[src/sv/assert_macros.svh]
`ifndef ASSERT_MACROS_SVH
`define ASSERT_MACROS_SVH

// Both macros sample on clk and are disabled while rst is high.
`define ASSERT_ALWAYS(label, cond) \
  label: assert property (@(posedge clk) disable iff (rst) (cond)) \
    else $error("invariant violated");

`define ASSERT_NEXT(label, trig, cond) \
  label: assert property (@(posedge clk) disable iff (rst) (trig) |=> (cond)) \
    else $error("next-cycle check violated");

`endif

[src/sv/r2nv_pkg.sv]
package r2nv_pkg;

  localparam int MAX_WIDTH  = 2048;
  localparam int MAX_HEIGHT = 4096;
  localparam int PAIR_DEPTH = MAX_WIDTH / 2;
  localparam int PAIR_AW    = $clog2(PAIR_DEPTH);
  localparam int COL_W      = $clog2(MAX_WIDTH);
  localparam int ROW_W      = $clog2(MAX_HEIGHT);
  localparam int FW_W       = 12;
  localparam int FH_W       = 13;
  localparam int CH_W       = 8;
  localparam int SUM_W      = CH_W + 1;
  localparam int PAIR_W     = 3 * SUM_W;
  localparam int CFG_AW     = 2;
  localparam int CFG_DW     = 13;

  localparam logic [CFG_AW-1:0] REG_FRAME_WIDTH  = 2'd0;
  localparam logic [CFG_AW-1:0] REG_FRAME_HEIGHT = 2'd1;

  localparam logic [FW_W-1:0] WIDTH_RESET  = 12'd1920;
  localparam logic [FH_W-1:0] HEIGHT_RESET = 13'd1080;

  localparam logic [15:0] Y_COEF_R = 16'd47;
  localparam logic [15:0] Y_COEF_G = 16'd157;
  localparam logic [15:0] Y_COEF_B = 16'd16;
  localparam logic [15:0] RND_HALF = 16'd128;
  localparam logic [7:0]  Y_OFFSET = 8'd16;
  localparam logic [7:0]  Y_MAX    = 8'd235;

  localparam logic signed [15:0] U_COEF_R = -16'sd26;
  localparam logic signed [15:0] U_COEF_G = -16'sd87;
  localparam logic signed [15:0] U_COEF_B = 16'sd112;
  localparam logic signed [15:0] V_COEF_R = 16'sd112;
  localparam logic signed [15:0] V_COEF_G = -16'sd102;
  localparam logic signed [15:0] V_COEF_B = -16'sd10;
  localparam logic signed [15:0] C_ROUND  = 16'sd128;
  localparam logic signed [15:0] C_OFFSET = 16'sd128;
  localparam logic signed [15:0] C_MIN    = 16'sd16;
  localparam logic signed [15:0] C_MAX    = 16'sd240;

  typedef struct packed {
    logic [CH_W-1:0]  luma;
    logic             chroma;
    logic             last;
    logic [SUM_W-1:0] sum_r;
    logic [SUM_W-1:0] sum_g;
    logic [SUM_W-1:0] sum_b;
  } front_t;

  typedef struct packed {
    logic               rd_en;
    logic               wr_en;
    logic [PAIR_AW-1:0] addr;
    logic [PAIR_W-1:0]  wr_data;
  } line_req_t;

endpackage

[src/sv/r2nv_chroma.sv]
`include "assert_macros.svh"

module r2nv_chroma import r2nv_pkg::*; (
  input  logic              clk,
  input  logic              rst,
  input  logic              en,
  input  logic              s1_valid,
  input  front_t            s1_data,
  input  logic [PAIR_W-1:0] upper,
  output logic              res_valid,
  output logic [CH_W-1:0]   luma,
  output logic              chroma_valid,
  output logic [CH_W-1:0]   cb,
  output logic [CH_W-1:0]   cr,
  output logic              frame_last
);

  logic                s2_valid;
  logic [CH_W-1:0]     s2_luma;
  logic                s2_chroma;
  logic                s2_last;
  logic signed [15:0]  s2_u;
  logic signed [15:0]  s2_v;

  logic [SUM_W:0]      quad_r;
  logic [SUM_W:0]      quad_g;
  logic [SUM_W:0]      quad_b;
  logic signed [15:0]  avg_r;
  logic signed [15:0]  avg_g;
  logic signed [15:0]  avg_b;
  logic signed [15:0]  u_next;
  logic signed [15:0]  v_next;
  logic signed [15:0]  u_level;
  logic signed [15:0]  v_level;
  logic [CH_W-1:0]     cb_next;
  logic [CH_W-1:0]     cr_next;

  always_comb begin
    quad_r = {1'b0, s1_data.sum_r} + {1'b0, upper[PAIR_W-1 -: SUM_W]};
    quad_g = {1'b0, s1_data.sum_g} + {1'b0, upper[2*SUM_W-1 -: SUM_W]};
    quad_b = {1'b0, s1_data.sum_b} + {1'b0, upper[SUM_W-1:0]};
    avg_r  = $signed(16'(quad_r[SUM_W:2]));
    avg_g  = $signed(16'(quad_g[SUM_W:2]));
    avg_b  = $signed(16'(quad_b[SUM_W:2]));
    u_next = U_COEF_R * avg_r + U_COEF_G * avg_g + U_COEF_B * avg_b + C_ROUND;
    v_next = V_COEF_R * avg_r + V_COEF_G * avg_g + V_COEF_B * avg_b + C_ROUND;
  end

  always_comb begin
    u_level = (s2_u >>> 8) + C_OFFSET;
    v_level = (s2_v >>> 8) + C_OFFSET;
    if (u_level < C_MIN) begin
      u_level = C_MIN;
    end else if (u_level > C_MAX) begin
      u_level = C_MAX;
    end
    if (v_level < C_MIN) begin
      v_level = C_MIN;
    end else if (v_level > C_MAX) begin
      v_level = C_MAX;
    end
    cb_next = s2_chroma ? u_level[CH_W-1:0] : '0;
    cr_next = s2_chroma ? v_level[CH_W-1:0] : '0;
  end

  always_ff @(posedge clk) begin
    if (rst) begin
      s2_valid  <= 1'b0;
      res_valid <= 1'b0;
    end else if (en) begin
      s2_valid  <= s1_valid;
      res_valid <= s2_valid;
    end
  end

  always_ff @(posedge clk) begin
    if (en) begin
      s2_luma      <= s1_data.luma;
      s2_chroma    <= s1_data.chroma;
      s2_last      <= s1_data.last;
      s2_u         <= u_next;
      s2_v         <= v_next;
      luma         <= s2_luma;
      chroma_valid <= s2_chroma;
      frame_last   <= s2_last;
      cb           <= cb_next;
      cr           <= cr_next;
    end
  end

  `ASSERT_ALWAYS(a_chroma_range, !(res_valid && chroma_valid) || (cb >= 8'd16 && cb <= 8'd240 && cr >= 8'd16 && cr <= 8'd240))
  `ASSERT_ALWAYS(a_chroma_zero, !res_valid || chroma_valid || (cb == '0 && cr == '0))

endmodule

[config.mk]
export PLATFORM = sky130hd
export DESIGN_NAME = r2nv_chroma
export DESIGN_NICKNAME = d
export VERILOG_FILES = /design/src/sv/r2nv_pkg.sv /design/src/sv/r2nv_chroma.sv
export VERILOG_INCLUDE_DIRS = /design/src /design/src/sv
export SDC_FILE = /design/constraint.sdc
export NUM_CORES = 1
export LEC_CHECK = 0
export ABC_CLOCK_PERIOD_IN_PS = 12400
export BUFFER_PORTS_ARGS = -buffer_cell sky130_fd_sc_hd__buf_2
export CORE_MARGIN = 2
export CORE_UTILIZATION = 37
export DETAILED_ROUTE_END_ITERATION = 8
export PLACE_DENSITY = 0.64
export SLEW_MARGIN = 5
export SYNTH_ARGS = -nofsm -noshare
export SYNTH_HDL_FRONTEND = slang
export SYNTH_SLANG_ARGS = --single-unit
[constraint.sdc]
create_clock -name clk -period 12.4 [get_ports clk]
set_clock_uncertainty 0.1 [all_clocks]
set_input_delay 0.62 -clock clk [delete_from_list [all_inputs] [get_ports clk]]
set_output_delay 0.62 -clock clk [all_outputs]
set_load 0.03 [all_outputs]
==> results.yml <==
synth:
  ys_seq_area_frac: 0.1886
  synth_ff_type: "edfxtp_1"
  synth_fa_ha_area_frac: 0.4832
  yosysWarnings: 0
  synth-simple-area-share: 0.05878
  synth_top_family_by_area: "adder cells"
  netlist_area_um2: 8493
  synthArstFlopShare: 0
  synth_seq_cells: 54
  synth_cells: 844
  synth_xor_area_frac: 0.07720
  synth-compound-area-share: 0.09973
  synth.distinct_cells: 48
  synth_enable_flop_cells: 52
  avgSynthCellArea_um2: 10.06
  synth_nets: 1192
  yosys-mux-area-fraction: 0.002357
layout:
  layout.nets: 1295
  antennaDiodeCount: 0
  syn_to_final_growth_pct: 11.62
  drive_above_1_share: 0.1213
setup_path:
  end_kind: "register"
  arrival_ps: 8400
  crit_fanout: 6
  worst_setup_path_start_kind: "primary input"
  worstPathRequired_ps: 12330
  critPathKind: "primary input to register"
  crit_path_top_delay_cell: "xor2_1"
  cp_num_buf_inv: 5
  cp_slowest_stage_delay_ps: 540
  crit_top_cell: "ha_1"
  crit_family: "adder cells"
clocking:
  holdBufCountCts: 0
  cts_sinks: 54
  clk-insertion-delay-late_ps: 290
  cts_setup_buffers: 0
  cts-root-buf: "clkbuf_16"
  cts_tree: "built"
  clk_pin_slew_ps: 70
  htreeDepth: 2
  clockBufferDepth: 2
  cts-resized-gates: 0
  cts_made_buffers: 5
drt:
  drc: 0
  drtPass1Iterations: 4
  ant_nets: 0
  drt_iter0_markers: 135
  vias: 5717
  wl_per_cell_um: 12.46
  via_per_inst: 4.637
  drt_wl_total_mm: 15.36
sta:
  period_minus_slack_ps: 8464
  timing_hold_violations_final: 0
  finalSetupTns_ps: 0
  fin_crit_sh: 0.6826
  tightest_slew_ps: 820.4
  setup_viol: 0
  slew_viol_final: 0
  fmax_ghz: 0.1181
  max-slew-margin-rel: 0.4491
  rsz0062_at_grt: "false"
die:
  dieHeight_um: 155.5
  die_width_um: 155.5
  die_area_um2: 24180
  ios: 95
  coreArea_um2: 22570
  start_util: 0.3763
  rows: 55
global_routing:
  antenna_found_initial: 0
  grtUsageTotal: 0.1328
  grt_overflow_total: 0
  first_global_vias: 5664
  grt_max_degree: 55
  grt_pass1_wl_mm: 26.07
placed_design:
  gp_congestion: 0.8318
  port_buffers: 94
  place_hpwl_mm: 13.95
run:
  maxCapViolations: 0
status:
  status: "completed"
min_path:
  worstHoldPathType: "register to register"
[worst paths after layout]
| path | from | to | slack, ps | cells after the start |
|---|---|---|---|---|
| worst min-delay path | s2_luma[4] | luma[4] | 320 | 0 |
| worst max register to register | s2_v[15] | cr[0] | 10860 | 3 |
| worst min register to register | s2_luma[4] | luma[4] | 320 | 0 |
| worst max-delay path | s1_data[20] | s2_u[15] | 3940 | 29 |
[worst reg2reg max path, delay by kind of cell (launching register included)]
| family | cells | cell delay (ps) |
|---|---|---|
| AOI/OAI and AO/OA | 2 | 660 |
| DFF | 1 | 440 |
| and+or+nand+nor | 1 | 80 |
[area by class of cell]
type | instances | area [um2]
clock inverter | 3 | 20.02
inverter | 204 | 765.7
clock buffer | 5 | 125.1
multi-input combinational | 586 | 6126
timing repair buffer | 96 | 485.5
tap | 285 | 356.6
fill | 2220 | 13090
sequential | 54 | 1602
[per-stage QoR]
stage / hold slack (ps) / instances / util / area (um2) / worst slack, ps
6_report: 321.1 / 1233 / 0.4200 / 9480 / 3936
5_1_grt: 335.2 / 1233 / 0.4200 / 9480 / 3311
4_1_cts: 323.5 / 1233 / 0.4200 / 9480 / 3830
3_5_place_dp: 307.4 / 1225 / 0.4136 / 9335 / 3516
3_3_place_gp: 300.5 / 1225 / 0.4136 / 9335 / 3663
2_1_floorplan: 300.3 / 844 / - / 8493 / 4521
[sequential cells by signal, summed over array words and instances, names as in the netlist, 8 cells and up]
name / cells
s2_v: 8
s2_u: 8
cr: 8
luma: 8
cb: 8
s2_luma: 8
[cells in the final DEF, fill, tap and decap left out, drive strengths merged, types with 19 or more instances in the layout]
| cell | instances |
|---|---|
| a21oi | 49 |
| buf | 96 |
| edfxtp | 52 |
| fa | 80 |
| ha | 200 |
| inv | 205 |
| nor2 | 36 |
| o21ai | 19 |
| xnor2 | 49 |
| xor2 | 25 |
[cells in the mapped netlist, drive strengths merged, types with 5 or more instances]
| cell | instances | area share |
|---|---|---|
| nand2b | 8 | 0.0059 |
| edfxtp | 52 | 0.18 |
| nor2b | 10 | 0.0074 |
| and2 | 7 | 0.0052 |
| a31oi | 5 | 0.0037 |
| nor2 | 36 | 0.016 |
| o21ai | 19 | 0.012 |
| inv | 204 | 0.090 |
| fa | 80 | 0.19 |
| a21oi | 49 | 0.029 |
| xor2 | 25 | 0.026 |
| nand2 | 15 | 0.0066 |
| nor3 | 8 | 0.0047 |
| ha | 200 | 0.29 |
| xnor2 | 49 | 0.051 |
| a21o | 15 | 0.013 |
| o21bai | 15 | 0.013 |
[cells by family (layout without fill, tap and decap cells)]
family / Yosys count / after routing
simple gates: 100 / 100
mux: 2 / 2
buf+inv: 204 / 308
compound gates: 130 / 130
fa+ha+maj: 280 / 280
xor+xnor: 74 / 74
flops: 54 / 54
[routing by layer]
layer | wire (um) | track usage | vias to the layer above
met3 | 484 | 0.007799 | 8
met5 | 0 | 0 | -
met1 | 7308 | 0.1796 | 2638
met4 | 199 | 0.02621 | 0
li1 | - | - | 2982
met2 | 7372 | 0.2362 | 89
Power is left out: the tool's default activity adds up to more than one toggle a clock period on the data nets, which glitch-free logic cannot reach.
