$ cat src/sv/assert_macros.svh
`ifndef ASSERT_MACROS_SVH
`define ASSERT_MACROS_SVH

// Both macros sample on clk and are disabled while rst is high.
`define ASSERT_ALWAYS(label, cond) \
  label: assert property (@(posedge clk) disable iff (rst) (cond)) \
    else $error("invariant violated");

`define ASSERT_NEXT(label, trig, cond) \
  label: assert property (@(posedge clk) disable iff (rst) (trig) |=> (cond)) \
    else $error("next-cycle check violated");

`endif

$ cat src/sv/r2nv_pkg.sv
package r2nv_pkg;

  localparam int MAX_WIDTH  = 2048;
  localparam int MAX_HEIGHT = 4096;
  localparam int PAIR_DEPTH = MAX_WIDTH / 2;
  localparam int PAIR_AW    = $clog2(PAIR_DEPTH);
  localparam int COL_W      = $clog2(MAX_WIDTH);
  localparam int ROW_W      = $clog2(MAX_HEIGHT);
  localparam int FW_W       = 12;
  localparam int FH_W       = 13;
  localparam int CH_W       = 8;
  localparam int SUM_W      = CH_W + 1;
  localparam int PAIR_W     = 3 * SUM_W;
  localparam int CFG_AW     = 2;
  localparam int CFG_DW     = 13;

  localparam logic [CFG_AW-1:0] REG_FRAME_WIDTH  = 2'd0;
  localparam logic [CFG_AW-1:0] REG_FRAME_HEIGHT = 2'd1;

  localparam logic [FW_W-1:0] WIDTH_RESET  = 12'd1920;
  localparam logic [FH_W-1:0] HEIGHT_RESET = 13'd1080;

  localparam logic [15:0] Y_COEF_R = 16'd47;
  localparam logic [15:0] Y_COEF_G = 16'd157;
  localparam logic [15:0] Y_COEF_B = 16'd16;
  localparam logic [15:0] RND_HALF = 16'd128;
  localparam logic [7:0]  Y_OFFSET = 8'd16;
  localparam logic [7:0]  Y_MAX    = 8'd235;

  localparam logic signed [15:0] U_COEF_R = -16'sd26;
  localparam logic signed [15:0] U_COEF_G = -16'sd87;
  localparam logic signed [15:0] U_COEF_B = 16'sd112;
  localparam logic signed [15:0] V_COEF_R = 16'sd112;
  localparam logic signed [15:0] V_COEF_G = -16'sd102;
  localparam logic signed [15:0] V_COEF_B = -16'sd10;
  localparam logic signed [15:0] C_ROUND  = 16'sd128;
  localparam logic signed [15:0] C_OFFSET = 16'sd128;
  localparam logic signed [15:0] C_MIN    = 16'sd16;
  localparam logic signed [15:0] C_MAX    = 16'sd240;

  typedef struct packed {
    logic [CH_W-1:0]  luma;
    logic             chroma;
    logic             last;
    logic [SUM_W-1:0] sum_r;
    logic [SUM_W-1:0] sum_g;
    logic [SUM_W-1:0] sum_b;
  } front_t;

  typedef struct packed {
    logic               rd_en;
    logic               wr_en;
    logic [PAIR_AW-1:0] addr;
    logic [PAIR_W-1:0]  wr_data;
  } line_req_t;

endpackage

$ cat src/sv/r2nv_front.sv
`include "assert_macros.svh"

module r2nv_front import r2nv_pkg::*; (
  input  logic            clk,
  input  logic            rst,
  input  logic            en,
  input  logic            accept,
  input  logic [CH_W-1:0] red,
  input  logic [CH_W-1:0] green,
  input  logic [CH_W-1:0] blue,
  input  logic [FW_W-1:0] frame_width,
  input  logic [FH_W-1:0] frame_height,
  output line_req_t       mem_req,
  output logic            s1_valid,
  output front_t          s1_data
);

  logic [COL_W-1:0] column_count;
  logic [ROW_W-1:0] row_count;
  logic [CH_W-1:0]  left_r;
  logic [CH_W-1:0]  left_g;
  logic [CH_W-1:0]  left_b;

  logic [FW_W-1:0]  width_even;
  logic [FW_W-1:0]  width_eff;
  logic [FH_W-1:0]  height_even;
  logic [FH_W-1:0]  height_eff;
  logic             row_end;
  logic             frame_end;
  logic [15:0]      y_sum;
  logic [CH_W-1:0]  y_val;
  logic [SUM_W-1:0] sum_r;
  logic [SUM_W-1:0] sum_g;
  logic [SUM_W-1:0] sum_b;
  front_t           s1_next;

  always_comb begin
    width_even = {frame_width[FW_W-1:1], 1'b0};
    width_eff  = width_even;
    if (width_even < FW_W'(2)) begin
      width_eff = FW_W'(2);
    end else if (width_even > FW_W'(MAX_WIDTH)) begin
      width_eff = FW_W'(MAX_WIDTH);
    end
    height_even = {frame_height[FH_W-1:1], 1'b0};
    height_eff  = height_even;
    if (height_even < FH_W'(2)) begin
      height_eff = FH_W'(2);
    end else if (height_even > FH_W'(MAX_HEIGHT)) begin
      height_eff = FH_W'(MAX_HEIGHT);
    end
    row_end   = ({1'b0, column_count} + FW_W'(1)) >= width_eff;
    frame_end = ({1'b0, row_count} + FH_W'(1)) >= height_eff;
  end

  always_comb begin
    y_sum = Y_COEF_R * 16'(red) + Y_COEF_G * 16'(green) + Y_COEF_B * 16'(blue) + RND_HALF;
    y_val = y_sum[15:8] + Y_OFFSET;
    if (y_val > Y_MAX) begin
      y_val = Y_MAX;
    end
  end

  always_comb begin
    sum_r = {1'b0, red} + {1'b0, left_r};
    sum_g = {1'b0, green} + {1'b0, left_g};
    sum_b = {1'b0, blue} + {1'b0, left_b};

    mem_req.addr    = column_count[COL_W-1:1];
    mem_req.wr_data = {sum_r, sum_g, sum_b};
    mem_req.wr_en   = accept && column_count[0] && !row_count[0];
    mem_req.rd_en   = accept && column_count[0] && row_count[0];

    s1_next.luma   = y_val;
    s1_next.chroma = column_count[0] && row_count[0];
    s1_next.last   = row_end && frame_end;
    s1_next.sum_r  = sum_r;
    s1_next.sum_g  = sum_g;
    s1_next.sum_b  = sum_b;
  end

  always_ff @(posedge clk) begin
    if (rst) begin
      column_count <= '0;
      row_count    <= '0;
      left_r       <= '0;
      left_g       <= '0;
      left_b       <= '0;
    end else if (accept) begin
      if (!column_count[0]) begin
        left_r <= red;
        left_g <= green;
        left_b <= blue;
      end
      if (row_end) begin
        column_count <= '0;
        row_count    <= frame_end ? '0 : row_count + ROW_W'(1);
      end else begin
        column_count <= column_count + COL_W'(1);
      end
    end
  end

  always_ff @(posedge clk) begin
    if (rst) begin
      s1_valid <= 1'b0;
    end else if (en) begin
      s1_valid <= accept;
    end
  end

  always_ff @(posedge clk) begin
    if (en) begin
      s1_data <= s1_next;
    end
  end

  `ASSERT_ALWAYS(a_line_single_access, !(mem_req.rd_en && mem_req.wr_en))
  `ASSERT_NEXT(a_row_wrap, accept && row_end, column_count == '0)

endmodule

$ cat config.mk
export PLATFORM = sky130hd
export DESIGN_NAME = r2nv_front
export DESIGN_NICKNAME = d
export VERILOG_FILES = /design/src/sv/r2nv_pkg.sv /design/src/sv/r2nv_front.sv
export VERILOG_INCLUDE_DIRS = /design/src /design/src/sv
export SDC_FILE = /design/constraint.sdc
export NUM_CORES = 1
export LEC_CHECK = 0
export ABC_AREA = 1
export BUFFER_PORTS_ARGS = -buffer_cell sky130_fd_sc_hd__buf_4
export CORE_UTILIZATION = 50
export CTS_BUF_LIST = sky130_fd_sc_hd__clkbuf_8
export CTS_CLUSTER_DIAMETER = 100
export CTS_CLUSTER_SIZE = 14
export DETAILED_ROUTE_END_ITERATION = 8
export PLACE_DENSITY = 0.68
export SLEW_MARGIN = 20
export SYNTH_ARGS = -nofsm -noshare
export SYNTH_HDL_FRONTEND = slang
export SYNTH_SLANG_ARGS = --single-unit
$ cat constraint.sdc
create_clock -name clk -period 12.7 [get_ports clk]
set_input_delay 0.635 -clock clk [delete_from_list [all_inputs] [get_ports clk]]
set_output_delay 0.635 -clock clk [all_outputs]
set_load 0.005 [all_outputs]
==> results.txt, run 1 <==
The iteration-0 DRC count of the detailed router is between 200 and 250. The number of setup buffers added after CTS came out at 0. The placeable core region came out at about 16,000 um2. The simple-gate area share of the yosys netlist came out at 15.9%.

The number of gates resized after CTS was 0. The register clock-pin slew on the reported worst setup and hold paths came out at approximately 0.090 ns. The maximum cell stage delay along the critical path came out at about 0.55 ns.

Yosys mapped the design onto 38 distinct sky130hd cell types. The mean instance size in the synthesized netlist is a little over 8 um2. The leakage dissipation is approximately 4.8 nW.

The path category of the worst min-delay check is reg2reg. The synthesized design devotes to its leading area cell type between 10% and 20% of total area. The sum of buffers and inverters on the critical path is 6. The wire length of the first global-routing pass came out at approximately 27 mm. The total nets after synthesis came out at between 1,000 and 1,500. The vias after detailed routing came out at just over 6,000. The post-route worst setup slack is slightly above 7 ns. The synthesized area came out at 8090 um2. The number of buffers added by the clock tree synthesis step came out at 9. By area, the combinational part of the netlist is dominated by adder cells. The arrival time of data at the critical path endpoint came out at 5.66 ns. Of all cell types, the one taking the most synthesized area is sky130_fd_sc_hd__ha_1. The total of buffers placed on input and output ports is ~130. The first-pass detailed-route iteration total came out at 5. The die area is approximately 17,000 um2. The cell sitting at the root of the clock tree is a sky130_fd_sc_hd__clkbuf_8. The number of hold violations in the final report is 0. The number of setup violations in the final report is 0. In the synthesized netlist the dominant register cell turns out to be sky130_fd_sc_hd__dfxtp_1. Global routing finished with a remaining overflow of 0.

Counting stages on the worst path, the most repeated cell is sky130_fd_sc_hd__nand2_1. The highest net fanout along the worst path came out at 5. Measured against its own limit, the worst slew margin works out to 41.8%. STA classifies the critical path startpoint as an input port. The number of top-level pins came out at between 100 and 150. The CTS sink count came out at 85. By area the synthesized netlist is led by sky130_fd_sc_hd__ha_1 17%, sky130_fd_sc_hd__fa_1 15%, sky130_fd_sc_hd__edfxtp_1 14%. Entering global routing, the biggest net connects between 40 and 50 pins.

The die is ~130 um tall. The number of fillers in the final layout is 1,421. Buffers inserted to repair hold after CTS numbered 0.

Setup repair after global routing left no endpoint under its margin. Counting cells, the worst reg-to-reg path comes to 16. The total routed wirelength came out at between 15 and 20 mm. The synthesized-area fraction occupied by xor and xnor cells is 3.46%. The count of antenna-violating nets left after detailed routing came out at 0. The die width is 129 um.

The fraction of the mapped netlist area in compound gates is under 10%. The transition time at the pin with the least slew margin is roughly 0.87 ns. The final critical path time including I/O delays and setup is between 5 and 6 ns. In the final layout, the share of cells above drive strength 1 is 15.3%.

The clock latency of the later-clocked register in the worst-skew pair came out at roughly 0.38 ns. The final-report max-slew violation count is 0. After synthesis, flip-flops and latches occupy between 20 and 30% of the total area.

In this run the number of cells on the critical path is 26. Summing the areas of all fa, ha and maj instances in the mapped netlist gives between 30% and 40% of the synthesized area. The cell family contributing the most delay on the critical path is adder cells. At the end of routability-driven placement, the weighted congestion stood at between 0.8 and 0.9. The async set-or-reset flop fraction in the synthesized netlist came out at 0%. The fraction of synthesized area in multiplexers came out at 0%. The H-tree was split into 3 levels. The sum of negative setup slack is 0 ns.

On the final layout, the worst clock skew is about 0.012 ns. The net count reported at finish is approximately 1,300. Once the floorplan was initialized, standard cells occupied around 51% of the core. The detailed placer's ending HPWL is about 14 mm. The fmax is around 180 MHz. The instance count of the mapped netlist came out at 983. The worst setup path is captured at a register. The worst setup timing slack at the placement stage is 6.77 ns. Power spread over the standard cell area amounts to approximately 240 nW/um2.

Dividing the final minimum period by the clock period gives 43.5%. STA puts the critical path data required time at roughly 13 ns. After detailed routing, the number of remaining DRC violations is 0. The max-cap violation count came out at 0. TritonCTS built the clock tree.

In the final routed layout, each cell accounts on average for about 13 um. The number of inserted diodes came out at 0. The overall global routing resource usage came out at between 20% and 30%. The number of global-route vias before repair was around 5,800.

The number of antenna violations at the first check in global routing came out at 0. The longest clock path from root to sink contains 2 buffers. Along the worst hold path, the cell count comes to 2. The per-cell via count in the routed design came out at ~4.8. Across the VDD grid, the largest voltage drop is slightly above 0.5 mV. The slowest stage of the critical path is the sky130_fd_sc_hd__fa_1 cell. The run finished with clean final reports. The critical path is of the in2reg type. In this run, synthesis inferred 37 flip-flops with an integrated enable.

After synthesis the netlist holds a flip-flop and latch count of 85. The layout overhead on the synthesized area is 13.9%. The count of warnings emitted by yosys is 0. The number of rows in the core area came out at 46.
==> state kept, by name, summed over array words and instances, names as in the netlist <==
register / flops
s1_data: 37
left_g: 8
s1_valid: 1
row_count: 12
left_b: 8
column_count: 11
left_r: 8
==> kinds of logic (layout without fill, tap and decap cells) <==
kind of cell | Yosys count | in the layout
adder cells (fa/ha/maj) | 173 | 173
buffers and inverters | 265 | 358
AND/OR/NAND/NOR | 300 | 300
flip-flops | 85 | 85
AO/OA/AOI/OAI | 128 | 128
XOR/XNOR | 32 | 32
==> worst min-delay path: stages, from the launching register on <==
cell,delay [ns]
sky130_fd_sc_hd__dfxtp_1,0.32
sky130_fd_sc_hd__inv_1,0.07
sky130_fd_sc_hd__a211oi_1,0.07
==> where the power goes <==
group | total [mW] | switching (mW) | internal (mW) | leakage (nW)
Clock | 0.219 | 0.107 | 0.112 | 0.113
Sequential | 0.390 | 0.0126 | 0.378 | 0.758
Combinational | 1.59 | 0.966 | 0.621 | 3.97
==> metrics by stage <==
step	area, um2	power (mW)	utilization, %	hold slack, ns	std cells
after floorplan	8090	1.66	-	0.448	983
after global placement	8990	1.98	56.8	0.470	1276
after detailed placement	8990	2.00	56.8	0.474	1276
after CTS	9210	2.23	58.2	0.490	1292
after global routing	9210	2.50	58.2	0.511	1292
final	9210	2.20	58.2	0.490	1292
==> layer usage <==
| metal | vias up | track usage, % | wire (um) |
|---|---|---|---|
| li1 | 3229 | - | - |
| met1 | 2834 | 29.6 | 8050 |
| met2 | 128 | 33.3 | 7320 |
| met3 | 10 | 4.67 | 851 |
| met4 | 0 | 4.36 | 138 |
| met5 | - | 0 | 0 |
==> worst paths after layout <==
path | startpoint | end | slack, ns
max | red[6] | s1_data[32] | 7.18
min | row_count[6] | row_count[6] | 0.49
max reg2reg | column_count[0] | row_count[2] | 9.28
min reg2reg | row_count[6] | row_count[6] | 0.49
==> layout by cell type (no fill, tap or decap), types with 2 or more instances in the layout <==
cell	count
sky130_fd_sc_hd__nor3_1	6
sky130_fd_sc_hd__a21oi_1	71
sky130_fd_sc_hd__and2_1	2
sky130_fd_sc_hd__nand3_2	2
sky130_fd_sc_hd__a211oi_1	5
sky130_fd_sc_hd__o21ai_0	42
sky130_fd_sc_hd__or2_2	2
sky130_fd_sc_hd__nand2_2	11
sky130_fd_sc_hd__edfxtp_1	37
sky130_fd_sc_hd__inv_1	212
sky130_fd_sc_hd__buf_4	128
sky130_fd_sc_hd__nor2_2	3
sky130_fd_sc_hd__nand2_1	152
sky130_fd_sc_hd__o21bai_1	5
sky130_fd_sc_hd__clkbuf_8	9
sky130_fd_sc_hd__ha_1	111
sky130_fd_sc_hd__nand3_1	22
sky130_fd_sc_hd__dfxtp_1	48
sky130_fd_sc_hd__nor4_1	4
sky130_fd_sc_hd__xor2_1	24
sky130_fd_sc_hd__nand3b_1	4
sky130_fd_sc_hd__clkinv_1	2
sky130_fd_sc_hd__bufinv_16	2
sky130_fd_sc_hd__nand4_1	7
sky130_fd_sc_hd__nor2_1	79
sky130_fd_sc_hd__fa_1	62
sky130_fd_sc_hd__xnor2_1	8
sky130_fd_sc_hd__and3_1	3
==> cell usage after synthesis (3+ instances only) <==
| master | number |
|---|---|
| sky130_fd_sc_hd__a211oi_1 | 5 |
| sky130_fd_sc_hd__a21oi_1 | 71 |
| sky130_fd_sc_hd__and3_1 | 3 |
| sky130_fd_sc_hd__buf_2 | 3 |
| sky130_fd_sc_hd__buf_4 | 37 |
| sky130_fd_sc_hd__clkbuf_1 | 10 |
| sky130_fd_sc_hd__dfxtp_1 | 48 |
| sky130_fd_sc_hd__edfxtp_1 | 37 |
| sky130_fd_sc_hd__fa_1 | 62 |
| sky130_fd_sc_hd__ha_1 | 111 |
| sky130_fd_sc_hd__inv_1 | 212 |
| sky130_fd_sc_hd__nand2_1 | 152 |
| sky130_fd_sc_hd__nand2_2 | 11 |
| sky130_fd_sc_hd__nand3_1 | 22 |
| sky130_fd_sc_hd__nand3b_1 | 4 |
| sky130_fd_sc_hd__nand4_1 | 7 |
| sky130_fd_sc_hd__nor2_1 | 80 |
| sky130_fd_sc_hd__nor3_1 | 6 |
| sky130_fd_sc_hd__nor4_1 | 4 |
| sky130_fd_sc_hd__o21ai_0 | 42 |
| sky130_fd_sc_hd__o21bai_1 | 5 |
| sky130_fd_sc_hd__xnor2_1 | 8 |
| sky130_fd_sc_hd__xor2_1 | 24 |
==> layout make-up <==
| type | instances | area [um2] | share of cell area [%] |
|---|---|---|---|
| Clock inverter | 7 | 97.6 | 1.06 |
| Multi-Input combinational cell | 633 | 4880 | 53.0 |
| Tap cell | 216 | 270 | 2.93 |
| Timing Repair Buffer | 128 | 961 | 10.4 |
| Sequential cell | 85 | 2070 | 22.5 |
| Inverter | 214 | 803 | 8.72 |
| Clock buffer | 9 | 124 | 1.34 |
(Power assumes the default switching activity.)
==> run 2, diff against run 1 <==
--- a/config.mk
+++ b/config.mk
@@ -13,7 +13,7 @@
 export CTS_CLUSTER_DIAMETER = 100
 export CTS_CLUSTER_SIZE = 14
 export DETAILED_ROUTE_END_ITERATION = 8
-export PLACE_DENSITY = 0.68
+export PLACE_DENSITY = 0.71
 export SLEW_MARGIN = 20
 export SYNTH_ARGS = -nofsm -noshare
 export SYNTH_HDL_FRONTEND = slang
==> constraint.sdc (replaced) <==
create_clock -name clk -period 4.9 [get_ports clk]
set_input_delay 0.245 -clock clk [delete_from_list [all_inputs] [get_ports clk]]
set_output_delay 0.245 -clock clk [all_outputs]
set_load 0.005 [all_outputs]
==> results.txt, run 2 (synthesis gave the netlist of run 1 again) <==
The arrival time of data at the critical path endpoint came out at 4.99 ns (-0.67 ns). The layout overhead on the synthesized area came out at 21.4%. The die width is 129 um (unchanged). The number of hold buffers added after cts was 0 (unchanged). The number of buffers added by the clock tree synthesis step came out at 9 (unchanged). The fraction of layout instances using a drive strength above 1 is 22.8% (+7.5 points). The per-cell via count in the routed design is 4.81 (+0.31%). The maximum vdd ir drop came out at 1.67 mV (+230%).

The final design area excluding fillers is 9820 um2 (+6.6%). The first-pass detailed-route iteration total is 5 (unchanged). The iteration-0 DRC count of the detailed router came out at 336 (+67%). The die area is 16,700 um2 (unchanged). The critical path's slowest cell is sky130_fd_sc_hd__fa_2.

The highest net fanout along the worst path was 4 (-1). The detail-routed net length per standard cell came to 13.5 um (+6.4%). The net count reported at finish came out at 1,343 (+3.5%). The largest register by flop count is s1_data. The fraction of power consumed by sequential logic was 13.3% (-4.5 points). The smallest clock period supported by the final layout is computed as ~4.8 ns. The number of hold violations in the final report came out at 0 (unchanged).

The max-cap violation count is 0 (unchanged). The routability congestion estimate came out at 0.858 (+0.22%). The internal power of the cells came to 4.05 mW (+260%).

The number of placed cells counting well taps is 1,321 (+3.5%). The flow ran to the end, and the final reports show no timing, DRC or antenna violations. The required time of the critical path came out at 5.05 ns (-7.79 ns). The CTS sink count is 85 (unchanged). The count of antenna-violating nets left after detailed routing is 0 (unchanged).

The areal power density over the cells is 775 nW/um2 (+220%). The leakage dissipation came out at 5.10 nW (+5.4%). The number of top-level pins is 130 (unchanged).

The sum of buffers and inverters on the critical path came out at 3 (-3). In the final layout, the registers with the most flip-flops are s1_data: 37 flops, row_count: 12 flops, column_count: 11 flops. The number of flip-flops in the largest register came out at 37 (unchanged).

The wire length of the first global-routing pass came out at 29.7 mm (+8.6%). TritonCTS built the clock tree. The library cell used most frequently in the layout, excluding fill and tap cells, is sky130_fd_sc_hd__inv_1.

The overall global routing resource usage is 23.3% (+2.2 points). The number of rows in the core area came to 46 (unchanged). The clock latency of the later-clocked register in the worst-skew pair is 0.40 ns (+0.02 ns). The number of setup violations in the final report was 0 (unchanged). The fmax came out at between 200 and 250 MHz. The number of inserted diodes was 0 (unchanged). The count of unresolved DRC violations after routing came out at 0 (unchanged).

The portion of total power attributed to the clock network came out at 8.5% (-1.5 points). The starting utilization of the core area came out at 51.1% (unchanged). The share of the cycle needed by the critical path after routing is between 90 and 100%. The total design power came to 7.61 mW (+250%). The transition time at the pin with the least slew margin is 0.925 ns (+0.0535 ns). The final cell count without fillers came out at 1,338 (+3.6%). The signal on the critical path passes through buf_4 > fa_1 > fa_2 > fa_1 > fa_1 > fa_1 > inv_1 > fa_1 > inv_1 > ha_4 > nand2_1 > nor2_2 > and2_4 > nand2_4 > nand4_1 > nand2_4 > nor2_4 > nand3_2 > nand2_2 > nand2_4 > nand2_4 > nand2_1.

The worst max-slew margin expressed relative to the limit was 38.3% (-3.6 points). The clock skew came out at 0.0175 ns (+0.00548 ns). The standard cell area after detailed placement came out at 9410 um2 (+4.7%). The die height is 129 um (unchanged). The number of global-route vias before repair came to 6,142 (+6.1%). The share of total power consumed by net switching is 46.7% (-2.7 points).

The worst setup path category is in2reg. The total routed wirelength is 18.0 mm (+10%). In the layout the commonest cells are 205 x sky130_fd_sc_hd__inv_1, 172 x sky130_fd_sc_hd__buf_4, 136 x sky130_fd_sc_hd__nand2_1. The cell that appears most often on the critical path is sky130_fd_sc_hd__fa_1. The aggregate global routing overflow is 0 (unchanged). The register clock-pin slew on the reported worst setup and hold paths is 0.10 ns (about the same).

The number of antenna violations at the first check in global routing came out at 0 (unchanged). The worst setup path is launched from an input port. The maximum number of pins on one net before global-route repair was 44 (unchanged). Setup repair after global routing could not meet its margin everywhere. The kind of capture point of the worst setup path is a register. The portion of total power attributed to combinational logic came to 78.2% (+5.9 points). The detailed placer's ending HPWL came out at 14.6 mm (+7.2%). The sum of negative setup slack came out at 0 ns (unchanged). The vias after detailed routing came out at 6,442 (+3.9%). The cell family contributing the most delay on the critical path is adder cells.

The maximum cell stage delay along the critical path came to 0.60 ns (+0.05 ns). The worst setup timing slack at the placement stage is -0.407 ns (-7.18 ns). In this run the worst hold path is classified as in2reg. The level count of the clock H-tree came out at 3 (unchanged). The final-report max-slew violation count came out at 0 (unchanged). The total of buffers placed on input and output ports came out at 127 (unchanged). The switching power total is 3.56 mW (+230%). The buffer type at the clock tree root is sky130_fd_sc_hd__clkbuf_8. The post-route worst setup slack came out at 0.0599 ns (-7.12 ns).

The maximum count of clock buffers along a single path is 2 (unchanged). The placeable core region came out at 15,800 um2 (unchanged).
run 2: cell types whose count changed in the layout (fill, tap and decap cells not counted), moves of 3 or more:
cell / delta
sky130_fd_sc_hd__ha_1: -9
sky130_fd_sc_hd__inv_2: +5
sky130_fd_sc_hd__ha_4: +8
sky130_fd_sc_hd__inv_1: -7
sky130_fd_sc_hd__nand3_1: -3
sky130_fd_sc_hd__nand3_2: +3
sky130_fd_sc_hd__nand2_2: +11
sky130_fd_sc_hd__nor2_1: -4
sky130_fd_sc_hd__buf_4: +44
sky130_fd_sc_hd__nand2_1: -16
sky130_fd_sc_hd__nand2_4: +5
run 2: worst reg2reg max path: stages, from the launching register on:
cell and delay (ns):
sky130_fd_sc_hd__dfxtp_1 0.48, sky130_fd_sc_hd__ha_1 0.24, sky130_fd_sc_hd__nand3_1 0.11, sky130_fd_sc_hd__nor2_1 0.18, sky130_fd_sc_hd__nand3_1 0.18, sky130_fd_sc_hd__nand3b_1 0.22
sky130_fd_sc_hd__xnor2_1 0.23, sky130_fd_sc_hd__ha_1 0.27, sky130_fd_sc_hd__nand2_1 0.08, sky130_fd_sc_hd__nor2_1 0.07, sky130_fd_sc_hd__and3_1 0.16, sky130_fd_sc_hd__nor2_1 0.08
sky130_fd_sc_hd__nand2_1 0.10, sky130_fd_sc_hd__nand2_1 0.48, sky130_fd_sc_hd__inv_1 0.27, sky130_fd_sc_hd__nand3b_1 0.15, sky130_fd_sc_hd__a21oi_1 0.07
run 2: layer usage:
metal	GRT usage, %	routed length, um	vias to the layer above
li1	-	-	3325
met1	32.9	8490	2939
met2	36.2	8150	158
met3	4.21	1130	20
met4	7.13	259	0
met5	0	0	-
run 2: path summary, 6_finish.rpt:
check,slack [ns],cells past startpoint,endpoint,startpoint
worst max-delay path,0.06,22,s1_data[30],green[6]
worst min-delay path,0.11,3,left_b[7],blue[7]
worst max register to register,1.43,16,row_count[2],column_count[0]
worst min register to register,0.49,2,row_count[6],row_count[6]
run 2: final cells by class:
cell class / count / area [um2]
fillers: 1361 / 6010
multi-input cells: 633 / 5100
flip-flops and latches: 85 / 2070
repair buffers: 174 / 1320
inverters: 214 / 811
well taps: 216 / 270
clock inverters: 7 / 128
clock buffers: 9 / 124
run 2: power groups by stage:
| stage | clock [mW] | sequential (mW) | combinational [mW] |
|---|---|---|---|
| final | 0.644 | 1.01 | 5.95 |
| after detailed placement | 0 | 1.03 | 5.23 |
| after global routing | 0.685 | 1.02 | 6.72 |
| after global placement | 0 | 1.03 | 5.11 |
| after CTS | 0.661 | 1.01 | 5.27 |
| after floorplan | 0 | 1.03 | 3.52 |
run 2: what timing repair did:
| item | 4_1_cts | 5_1_grt |
|---|---|---|
| buffers inserted | 1 | 0 |
| gates resized for setup | 3 | 39 |
| gates cloned | 0 | 0 |
| pin swaps | 1 | 25 |
| endpoints found under the setup margin | 4 | 8 |
| endpoints found under the hold margin | 0 | 0 |
run 2: stage by stage:
step,hold WS (ns),utilization (%)
after floorplan,0.339,-
after detailed placement,0.470,59.4
after global placement,0.469,59.4
after global routing,0.117,62.1
after CTS,0.0900,61.3
final,0.109,62.1
==> run 3, diff against run 2 <==
--- a/config.mk
+++ b/config.mk
@@ -8,12 +8,12 @@
 export LEC_CHECK = 0
 export ABC_AREA = 1
 export BUFFER_PORTS_ARGS = -buffer_cell sky130_fd_sc_hd__buf_4
-export CORE_UTILIZATION = 50
+export CORE_UTILIZATION = 54
 export CTS_BUF_LIST = sky130_fd_sc_hd__clkbuf_8
 export CTS_CLUSTER_DIAMETER = 100
 export CTS_CLUSTER_SIZE = 14
 export DETAILED_ROUTE_END_ITERATION = 8
-export PLACE_DENSITY = 0.71
+export PLACE_DENSITY = 0.76
 export SLEW_MARGIN = 20
 export SYNTH_ARGS = -nofsm -noshare
 export SYNTH_HDL_FRONTEND = slang
==> results.txt, run 3 (synthesis gave the netlist of run 1 again) <==
The final-report max-slew violation count is 0 (unchanged). The worst setup timing slack at the placement stage was -0.443 ns (-0.0363 ns). The max-cap violation count was 0 (unchanged).

The final reports fail on setup timing. The highest net fanout along the worst path is 4 (unchanged). TritonCTS built the clock tree. The setup slack on the worst flop-to-flop path came out at 1.47 ns (+0.04 ns). The number of buffers added by the clock tree synthesis step is 9 (unchanged). For this design, the slowest cell found on the critical path is sky130_fd_sc_hd__fa_1. The placeable core region was 14,600 um2 (-7.8%).

The wire length of the first global-routing pass is 29.4 mm (-1.3%). The number of setup violations in the final report came to 6 (+6). Leaving out fill and tap cells, the most frequent cell in the layout is sky130_fd_sc_hd__inv_1. The clock skew came out at 0.0180 ns (+0.000431 ns). The number of fillers in the final layout is 1,234 (-9.3%). The per-cell via count in the routed design is 4.98 (+3.5%). The fraction of layout instances using a drive strength above 1 came to 22.7% (-0.11 points). The final critical path time including I/O delays and setup is 5.00 ns (+0.158 ns). The count of antenna-violating nets left after detailed routing came out at 0 (unchanged).

The worst hold path depth is 3 (unchanged). The portion of total power attributed to the clock network is 8.0% (-0.5 points). The detailed placer's ending HPWL came out at 14.3 mm (-1.8%).

The clock latency of the later-clocked register in the worst-skew pair came out at 0.39 ns (about the same). The worst setup path category is in2reg. The die width came out at 124 um (-3.7%). The sequential cell area in the final layout came to 2070 um2 (unchanged). The share of the cycle needed by the critical path after routing is 102% (+3.2 points). The maximum vdd ir drop came out at 1.58 mV (-5.7%). The total of buffers placed on input and output ports is 127 (unchanged). The depth of the worst register-to-register path is 16 (unchanged). The maximum count of clock buffers along a single path is 2 (unchanged). The routability congestion estimate was 0.882 (+2.8%). The total routed wirelength came out at 17.2 mm (-4.5%).

The most numerous cell type found on the critical path is sky130_fd_sc_hd__fa_1. The vias after detailed routing came out at 6,514 (+1.1%). The cell family contributing the most delay on the critical path is adder cells. The final design area excluding fillers is 9740 um2 (-0.88%). The maximum number of pins on one net before global-route repair came out at 44 (unchanged). The areal power density over the cells is 773 nW/um2 (-0.27%). The run finished, with violations left.

The final cell count without fillers was 1,307 (-2.3%). The sum of buffers and inverters on the critical path is 6 (+3). The number of global-route vias before repair was 6,228 (+1.4%).

The leakage dissipation is 5.10 nW (about the same). The post-route worst setup slack came to -0.0978 ns (-0.158 ns). The number of top-level pins is 130 (unchanged). The transition time at the pin with the least slew margin came out at 0.885 ns (-0.0401 ns).

The count of unresolved DRC violations after routing is 0 (unchanged). The internal power of the cells came to 4.00 mW (-1.3%). The first-pass detailed-route iteration total is 6 (+1). The net count reported at finish is 1,344 (+0.074%). The switching power total came to 3.52 mW (-0.98%).

Setup repair after global routing could not meet its margin everywhere. The arrival time of data at the critical path endpoint came out at 5.14 ns (+0.15 ns). Leaving out fill and tap cells, the most frequent cells in the layout are 206 x sky130_fd_sc_hd__inv_1, 174 x sky130_fd_sc_hd__buf_4, 134 x sky130_fd_sc_hd__nand2_1. Ranked by flip-flop count, first place goes to s1_data. The standard cell area after detailed placement was 9360 um2 (-0.51%).

The level count of the clock H-tree came out at 3 (unchanged). The worst max-slew margin expressed relative to the limit came to 40.9% (+2.7 points). The detail-routed net length per standard cell is 13.2 um (-2.2%). The number of rows in the core area came out at 44 (-4.3%).

The total stage count of the critical path is 25 (+14%). The worst setup path is captured at a register. The portion of total power attributed to combinational logic is 78.6% (+0.4 points). The die area is 15,500 um2 (-7.3%). The path category of the worst min-delay check is in2reg. The required time of the critical path was 5.04 ns (about the same). The iteration-0 DRC count of the detailed router is 374 (+11%).

The CTS sink count is 85 (unchanged). The number of hold violations in the final report came out at 0 (unchanged). The number of inserted diodes came out at 0 (unchanged). The area occupied by multi-input gates is 5060 um2 (-0.74%). The starting utilization of the core area is 55.4% (+4.3 points). The share of total power consumed by net switching came out at 46.8% (+0.078 points). The number of placed cells counting well taps is 1,288 (-2.5%). The die height came to 124 um (-3.7%).

The overall global routing resource usage was 23.6% (+0.26 points). The register clock-pin slew on the reported worst setup and hold paths came out at 0.08 ns (-0.02 ns). The fmax came out at 200 MHz (-3.2%). The startpoint type of the worst setup path is an input port. The layout overhead on the synthesized area came out at 20.4%. The sum of negative setup slack came to -0.453 ns (-0.453 ns). The largest registers in the layout are s1_data: 37 flops, row_count: 12 flops, column_count: 11 flops. The cell sitting at the root of the clock tree is a sky130_fd_sc_hd__clkbuf_8. The number of antenna violations at the first check in global routing is 0 (unchanged). The aggregate global routing overflow came to 0 (unchanged). The number of flip-flops in the largest register came out at 37 (unchanged). The maximum cell stage delay along the critical path came to 0.54 ns (-0.06 ns). The fraction of power consumed by sequential logic was 13.5% (+0.2 points).
-- run 3: cell count changes in the layout (fill, tap and decap cells not counted), sizes merged --
| cell | delta |
|---|---|
| buf | +1 |
-- run 3: worst paths after layout --
path,startpoint,endpoint
max,red[5],s1_data[30]
min,blue[6],left_b[6]
max reg2reg,column_count[0],row_count[2]
min reg2reg,row_count[4],row_count[4]
-- run 3: timing repair --
item                                    CTS  global route
resized for setup                         3            37
hold buffers                              0             0
buffers inserted                          0             3
endpoints found under the setup margin    6             8
endpoints found under the hold margin     0             0
pin swaps                                 5            25
-- run 3: area by class of cell --
class                      count  area share, %
clock buffer                   9           1.27
clock inverter                 7           1.18
inverter                     214           8.33
multi-input combinational    633           52.0
sequential                    85           21.3
tap                          184           2.36
timing repair buffer         175           13.6
-- run 3: metal layers --
| metal | track usage, % | part of all wire, % |
|---|---|---|
| met2 | 36.8 | 46 |
| met1 | 32.2 | 47 |
| met5 | 0 | 0 |
| met3 | 4.77 | 4.8 |
| met4 | 8.86 | 2.5 |
-- run 3: through the flow --
step,total power [mW],utilization (%),hold slack [ns]
global placement,6.10,64.2,0.462
CTS,6.85,65.8,0.122
detailed placement,6.19,64.2,0.471
floorplan,4.55,-,0.339
finish,7.52,66.7,0.148
global route,8.36,66.7,0.148
-- run 3: worst register-to-register path, stage by stage, from the launching register on --
cell                       delay, ns
sky130_fd_sc_hd__dfxtp_1        0.49
sky130_fd_sc_hd__ha_1           0.25
sky130_fd_sc_hd__nand3_1        0.11
sky130_fd_sc_hd__nor2_1         0.17
sky130_fd_sc_hd__nand3_1        0.16
sky130_fd_sc_hd__nand3b_1       0.21
sky130_fd_sc_hd__xnor2_1        0.25
sky130_fd_sc_hd__ha_1           0.28
sky130_fd_sc_hd__nand2_1        0.08
sky130_fd_sc_hd__nor2_1         0.07
sky130_fd_sc_hd__and3_1         0.16
sky130_fd_sc_hd__nor2_1         0.08
sky130_fd_sc_hd__nand2_1        0.12
sky130_fd_sc_hd__nand2_1        0.51
sky130_fd_sc_hd__inv_1          0.22
sky130_fd_sc_hd__nand3b_1       0.14
sky130_fd_sc_hd__a21oi_1        0.06
-- run 3: power by group through the flow --
stage / Clock, mW / Sequential, mW / Combinational, mW
2_1_floorplan: 0 / 1.03 / 3.52
3_3_place_gp: 0 / 1.03 / 5.07
3_5_place_dp: 0 / 1.03 / 5.17
4_1_cts: 0.619 / 1.01 / 5.22
5_1_grt: 0.639 / 1.02 / 6.70
6_report: 0.600 / 1.01 / 5.91
